[src/design/csd_pkg.sv]
// Shared types, constants and helpers for the complement-aware set dedup block.
package csd_pkg;

  // Default sizing of the block
  localparam int unsigned MaxNodesDef = 256;
  localparam int unsigned MaxSetsDef  = 64;
  localparam int unsigned WordBitsDef = 32;

  // Fixed field widths
  localparam int unsigned CfgW  = 9;
  localparam int unsigned IdW   = 7;
  localparam int unsigned DiscW = 16;

  localparam logic [CfgW-1:0] NumNodesRst = 9'd256;

  // Transaction opcodes
  typedef enum logic {
    OP_FLAG   = 1'b0,
    OP_COMMIT = 1'b1
  } csd_op_e;

  // Input transaction
  typedef struct packed {
    logic opcode;
    logic node_in_set;
    logic last_node;
  } csd_in_t;

  // Result transaction
  typedef struct packed {
    logic             duplicate;
    logic             rejected_full;
    logic [IdW-1:0]   new_set_id;
    logic [IdW-1:0]   stored_sets;
    logic [DiscW-1:0] discarded_count;
  } csd_res_t;

  // Index width for a given depth, at least one bit
  function automatic int unsigned idx_w(int unsigned depth);
    return (depth > 1) ? $clog2(depth) : 1;
  endfunction

endpackage

[src/design/csd_match.sv]
// Compare unit: one stored word against the candidate word or its masked complement.
module csd_match import csd_pkg::*; #(
  parameter int unsigned WordBits = WordBitsDef,
  parameter int unsigned Words    = 8,
  parameter int unsigned NodeW    = 9,
  localparam int unsigned WIW     = idx_w(Words)
) (
  input  logic [WIW-1:0]      word_idx_i,
  input  logic [NodeW-1:0]    eff_n_i,
  input  logic [WordBits-1:0] cand_word_i,
  input  logic [WordBits-1:0] st_word_i,
  input  logic [NodeW-1:0]    cand_size_i,
  input  logic [NodeW-1:0]    st_size_i,
  output logic                word_eq_o,
  output logic                size_eq_o
);

  localparam int unsigned LoW = $clog2(Words * WordBits + 1);
  localparam int unsigned CW  = ((LoW > NodeW) ? LoW : NodeW) + 1;

  logic [CW-1:0]       lo;
  logic [WordBits-1:0] mask;
  logic [WordBits-1:0] comp;
  logic [NodeW:0]      diff;

  // First node index held by this word
  assign lo = CW'(word_idx_i) * CW'(WordBits);

  // Valid-node mask for this word
  always_comb begin
    for (int b = 0; b < WordBits; b++) begin
      mask[b] = (lo + CW'(b)) < CW'(eff_n_i);
    end
  end

  assign comp      = ~cand_word_i & mask;
  assign word_eq_o = (st_word_i == cand_word_i) || (st_word_i == comp);

  // Size equals candidate or node count minus candidate (negative never matches)
  assign diff      = {1'b0, eff_n_i} - {1'b0, st_size_i};
  assign size_eq_o = (cand_size_i == st_size_i) || (diff == {1'b0, cand_size_i});

endmodule

[config.mk]
export PLATFORM = sky130hd
export DESIGN_NAME = csd_match
export DESIGN_NICKNAME = d
export VERILOG_FILES = /design/src/design/csd_pkg.sv /design/src/design/csd_match.sv
export SDC_FILE = /design/constraint.sdc
export NUM_CORES = 1
export LEC_CHECK = 0
export ABC_AREA = 1
export BUFFER_PORTS_ARGS = -buffer_cell sky130_fd_sc_hd__buf_2
export CAP_MARGIN = 5
export CORE_ASPECT_RATIO = 1.75
export CORE_UTILIZATION = 47
export DETAILED_ROUTE_END_ITERATION = 10
export PLACE_DENSITY = 0.81
export SETUP_SLACK_MARGIN = 0.3
export SLEW_MARGIN = 20
export SYNTH_ARGS = -nofsm -noshare
export SYNTH_HDL_FRONTEND = slang
export SYNTH_SLANG_ARGS = --single-unit
[constraint.sdc]
create_clock -name vclk -period 1.5
set_input_delay 0 -clock vclk [all_inputs]
set_output_delay 0 -clock vclk [all_outputs]
set_load 0.005 [all_outputs]
==> summary.md, run 1 <==
| Metric | Value |
|---|---|
| Max Fclk | `roughly 0.55 GHz` |
| Final wirelength | `9.02 mm` |
| Core Rows | `33` |
| Worst hold stages | `5` |
| Hold buffers post-CTS | `0` |
| Leak Pwr | `0.00200 uW` |
| Place WS | `-0.555 ns` |
| # diodes | `0` |
| Pwr/cell area | `335 nW/um2` |
| Commonest non-fill, non-tap cell in the layout | `nand2_1` |
| Slew headroom | `0.593` |
| Worst EP arrival | `1.83 ns` |
| Pin count of the biggest net entering global routing | `21` |
| Placer Congestion | `0.926` |
| DIE AREA | `around 5300 um2` |
| Synth cell types | `34` |
| Crit path time final | `1.83 ns` |
| Sequential fraction of the synthesis area | `0` |
| Fin crit share | `1.22` |
| Total GRT Usage | `0.321` |
| Mapped Nets | `about 560` |
| Vias/cell | `~5.4` |
| Startpoint Class | `input pin` |
| Post-layout net count | `690` |
| Die X-Extent | `55.6 um` |
| Most frequent cells in the layout | `nand2_1 (122), buf_2 (90), inv_1 (73)` |
| DR vias | `3,405` |
| Port bufs | `96` |
| TritonRoute pass-1 iters | `4` |
| RSZ-0062 raised after global routing | `yes` |
| Synth Cell Area | `around 2400 um2` |
| Area grow syn2layout | `51.0%` |
| Post-Syn Instances | `449` |
| Tightest Hold Check Type | `in2out` |
| DR iter-0 viols | `~190` |
| Placeable Area | `4750 um2` |
| Synth warn | `0` |
| Initial antenna violation count | `0` |
| Remaining antenna violation count | `0` |
| Number of hold violations in the final report | `0` |
| Pwr Total | `1190 uW` |
| Slew Limit Fails | `0` |
| Setup WS post-layout | `-0.326 ns` |
| Element type at the critical path end | `primary output` |
| Crit path required time | `1.50 ns` |
| Final core utilization | `0.750` |
| Starting Density | `0.497` |
| Syn Area/Cell | `approximately 5.3 um2` |
| Vias in the first global route | `3,287` |
| Maximum VDD drop | `0.217 mV` |
| GRT Residual Overflow | `0` |
| CLK BUF | `0` |
| Share of layout cells above drive strength 1 | `0.336` |
| I/O pin cnt | `96` |
| Wire per inst | `14.3 um` |
| Failing checks | `setup timing` |
| Post-route setup TNS | `-0.581 ns` |
| Status | `finished, violations left` |
| DR DRC count | `0` |
| Hold_ws | `0.482 ns` |
| Setup Viol. Count Final | `2` |
| First-pass GRT wire length | `about 14 mm` |
| Critical setup path kind | `in2out` |
| Worst slew pin tran | `~0.61 ns` |
| Seq_cells | `0` |
| Crit-path max FO | `5` |
| HPWL Detailed | `7.34 mm` |
| Maxcap violations | `0` |
| Die height | `95.7 um` |
| Register Area | `0 um2` |
## stage by stage
step / instances / instance area, um2
finish: 632 / 3560
global route: 632 / 3560
CTS: 626 / 3350
detailed placement: 625 / 3280
global placement: 625 / 3280
floorplan: 449 / 2500
## power breakdown
| group | leakage, uW | internal, uW | switching [uW] | total (uW) |
|---|---|---|---|---|
| Clock | 0 | 0 | 0 | 0 |
| Combinational | 0.00200 | 552 | 642 | 1190 |
| Sequential | 0 | 0 | 0 | 0 |
## final timing paths
path | to | start | slack [ns]
worst max-delay path | word_eq_o | word_idx_i[1] | -0.33
worst min-delay path | size_eq_o | cand_size_i[0] | 0.48
## kinds of logic (layout without fill, tap and decap cells)
| family | count (synthesis) | in the layout | synth area share |
|---|---|---|---|
| XOR/XNOR | 42 | 42 | 0.156 |
| adder cells (fa/ha/maj) | 14 | 14 | 0.0775 |
| AND/OR/NAND/NOR | 260 | 260 | 0.499 |
| AO/OA/AOI/OAI | 45 | 45 | 0.114 |
| buffers and inverters | 88 | 219 | 0.154 |
## per-layer routing
layer / global-route usage / share of wire
met5: 0 / 0
met3: 0.0121 / 0.040
met1: 0.306 / 0.33
met4: 0.154 / 0.067
met2: 0.682 / 0.56
## area by class of cell
class              count  area, um2
multi-input cells    361       2220
fillers              400       1190
repair buffers       138        946
well taps             52       65.1
inverters             81        332
## critical path: stages
cell       delay [ns]
buf_6            0.10
ha_4             0.25
nand2_4          0.07
nand2_4          0.06
a21boi_4         0.29
buf_12           0.16
clkbuf_16        0.15
nand3_4          0.08
o21ai_2          0.13
nand2_1          0.06
nor2_1           0.10
nand2_1          0.06
nor2_1           0.10
nand2_1          0.05
nand2_1          0.06
buf_2            0.10
## timing repair
action,CTS,global route
endpoints found under the hold margin,0,0
pin swaps,12,32
gates cloned,0,3
setup buffers,1,3
gates resized for setup,18,29
endpoints found under the setup margin,2,2
## synthesized netlist by cell type (all sizes together)
cell     count  area [um2]
clkinv       1        3.75
a21oi       26         134
nand3b      10        75.1
nor4         3        18.8
ha          13         163
inv         80         300
xnor2       33         289
o21ai        9        45.0
nand4       18         113
a22o         1        8.76
o221ai       2        17.5
o2111ai      1        8.76
a21o         1        7.51
nand2      134         513
o22ai        2        12.5
xor2         9        78.8
o21bai       1        7.51
buf          7        58.8
a21boi       2        26.3
fa           1        20.0
nor3         3        15.0
nor3b        1        7.51
nor2        40         175
nand3       51         260
Power figures use the tool's default switching activity.
==> inputs of run 2 (changes only) <==
--- a/config.mk
+++ b/config.mk
@@ -8,10 +8,12 @@
 export ABC_AREA = 1
 export BUFFER_PORTS_ARGS = -buffer_cell sky130_fd_sc_hd__buf_2
 export CAP_MARGIN = 5
+export CELL_PAD_IN_SITES_DETAIL_PLACEMENT = 2
+export CELL_PAD_IN_SITES_GLOBAL_PLACEMENT = 2
 export CORE_ASPECT_RATIO = 1.75
-export CORE_UTILIZATION = 47
+export CORE_UTILIZATION = 24
 export DETAILED_ROUTE_END_ITERATION = 10
-export PLACE_DENSITY = 0.81
+export PLACE_DENSITY_LB_ADDON = 0.1
 export SETUP_SLACK_MARGIN = 0.3
 export SLEW_MARGIN = 20
 export SYNTH_ARGS = -nofsm -noshare
==> constraint.sdc (replaced) <==
create_clock -name vclk -period 1.7
set_input_delay 0 -clock vclk [all_inputs]
set_output_delay 0 -clock vclk [all_outputs]
set_load 0.005 [all_outputs]
==> run 2 against run 1 <==
The flow still finishes with violations (setup timing). Clock-buffer cell count stayed put. Flip-flop and latch count unchanged. Wire length is 39% higher. Non-clock buffer count increased by 11. Cell count rose by 13%. Power decreased by 3.4%. Sequential share of layout area did not move. Utilization down 36 points. Cell area up 5.5%. Combinational power decreased by 3%. Critical path depth up 3. Global-route usage down 8.0 points. Largest power group unchanged. Highest routed layer unchanged.
==> summary.md, run 2 (synthesis results as in run 1) <==
| Metric | Value |
|---|---|
| Status | `finished, violations left` |
| M2 GR Usage | `0.545` |
| Total GRT Usage | `0.241` |
| Post-route setup TNS | `-0.325 ns` |
| Number of hold violations in the final report | `0` |
| Crit path time final | `roughly 1.9 ns` |
| Hold_ws | `approximately 0.43 ns` |
| Sequential power share | `0` |
| CLK BUF | `0` |
| Setup WS post-layout | `-0.227 ns` |
| Crit-path slowest cell | `ha_4` |
| Final core utilization | `0.395` |
| Leak Pwr | `approximately 0.0020 uW` |
| Failing checks | `setup timing` |
| Crit path required time | `1.70 ns` |
| Final wirelength | `12.5 mm` |
| Most Crowded Layer GR | `met2` |
| First-pass GRT wire length | `19.4 mm` |
| Crit-path max FO | `7` |
| Worst EP arrival | `1.93 ns` |
| P_sw | `637 uW` |
| Die height | `133 um` |
| TritonRoute pass-1 iters | `4` |
| Initial antenna violation count | `0` |
| Pwr/cell area | `307 nW/um2` |
| DR DRC count | `0` |
| Wire per inst | `roughly 18 um` |
| Seq_cells | `0` |
| Hold buffers post-CTS | `0` |
| Remaining antenna violation count | `0` |
| Critical path buffers and inverters | `7` |
| Pin count of the biggest net entering global routing | `9` |
| Share of layout cells above drive strength 1 | `0.359` |
| Worst slew pin tran | `between 0.5 and 0.6 ns` |
| Placed Instance Area | `3320 um2` |
| HPWL Detailed | `between 10 and 15 mm` |
| Met3 Use GR | `0.0110` |
| DIE AREA | `10,200 um2` |
| Vias/cell | `4.96` |
| Area grow syn2layout | `59.4%` |
| Clk pwr share | `0` |
| Port bufs | `96` |
| Post-layout net count | `701` |
| Combinational power share | `1.000` |
| Fillers | `1,279` |
| Most frequent cells in the layout | `nand2_1 (120), buf_2 (90), inv_1 (73)` |
| Commonest non-fill, non-tap cell in the layout | `nand2_1` |
| GRT Residual Overflow | `0` |
| Starting Density | `0.248` |
| Met1 usage | `0.199` |
| Pint | `516 uW` |
| Largest stage delay, worst path | `0.20 ns` |
| Placer Congestion | `0.795` |
| CP delay by family, top | `simple AND/OR/NAND/NOR gates` |
| DR vias | `3,535` |
| Slew headroom | `0.647` |
| RSZ-0062 raised after global routing | `yes` |
| Maxcap violations | `0` |
| Die X-Extent | `76.9 um` |
| Slew Limit Fails | `0` |
| DR iter-0 viols | `64` |
| Final Cell Area | `about 3800 um2` |
| I/O pin cnt | `96` |
| Setup Viol. Count Final | `2` |
| Non-Filler Instances | `a little over 700` |
| Switching part of the total | `0.552` |
| Vias in the first global route | `roughly 4k` |
| Element type at the critical path end | `primary output` |
| Max Fclk | `0.519 GHz` |
| Placeable Area | `9530 um2` |
| Core Rows | `between 40 and 50` |
| Startpoint Class | `input pin` |
| Critical setup path kind | `in2out` |
| Placed cells | `697` |
| Register Area | `0 um2` |
| # diodes | `0` |
| Maximum VDD drop | `~0.14 mV` |
| Fin crit share | `1.13` |
| Tightest Hold Check Type | `in2out` |
| Worst path cell trace | `buf_8 > inv_4 > ha_4 > buf_6 > nand2_4 > nor2_4 > buf_6 > buf_6 > buf_16 > a21oi_4 > nand2_2 > nand2_1 > nand3_2 > nor2_4 > nand2_2 > nor2_2 > nand2_1 > nand2_1 > buf_2` |
## run 2: routing by layer
| layer | vias to the layer above | share of wire |
|---|---|---|
| met1 | 1705 | 0.31 |
| li1 | 1722 | - |
| met4 | 0 | 0.049 |
| met2 | 82 | 0.62 |
| met5 | - | 0 |
| met3 | 26 | 0.020 |
## run 2: area by class of cell
class / count / area, um2 / share of cell area
multi-input cells: 361 / 2250 / 0.600
inverters: 81 / 322 / 0.0855
well taps: 122 / 153 / 0.0406
repair buffers: 149 / 1030 / 0.274
## run 2: stage by stage
stage	worst slack (ns)	power (uW)
3_5_place_dp	-0.406	989
6_report	-0.227	1150
4_1_cts	-0.223	1110
3_3_place_gp	-0.348	952
5_1_grt	-0.329	1260
2_1_floorplan	0.277	554
## run 2: timing repair
| item | 4_1_cts | 5_1_grt |
|---|---|---|
| pin swaps | 27 | 28 |
| gates resized for setup | 49 | 23 |
| setup buffers | 13 | 1 |
| gates cloned | 2 | 0 |
| setup endpoints to repair | 2 | 2 |
## run 2: path summary, 6_finish.rpt
check | from | to | slack (ns) | depth (start not counted)
max | eff_n_i[7] | word_eq_o | -0.23 | 19
min | cand_size_i[0] | size_eq_o | 0.43 | 5
## run 2: power groups by stage
stage | Sequential, uW | Clock [uW] | Combinational (uW)
global placement | 0 | 0 | 952
CTS | 0 | 0 | 1110
detailed placement | 0 | 0 | 989
global route | 0 | 0 | 1260
finish | 0 | 0 | 1150
floorplan | 0 | 0 | 554
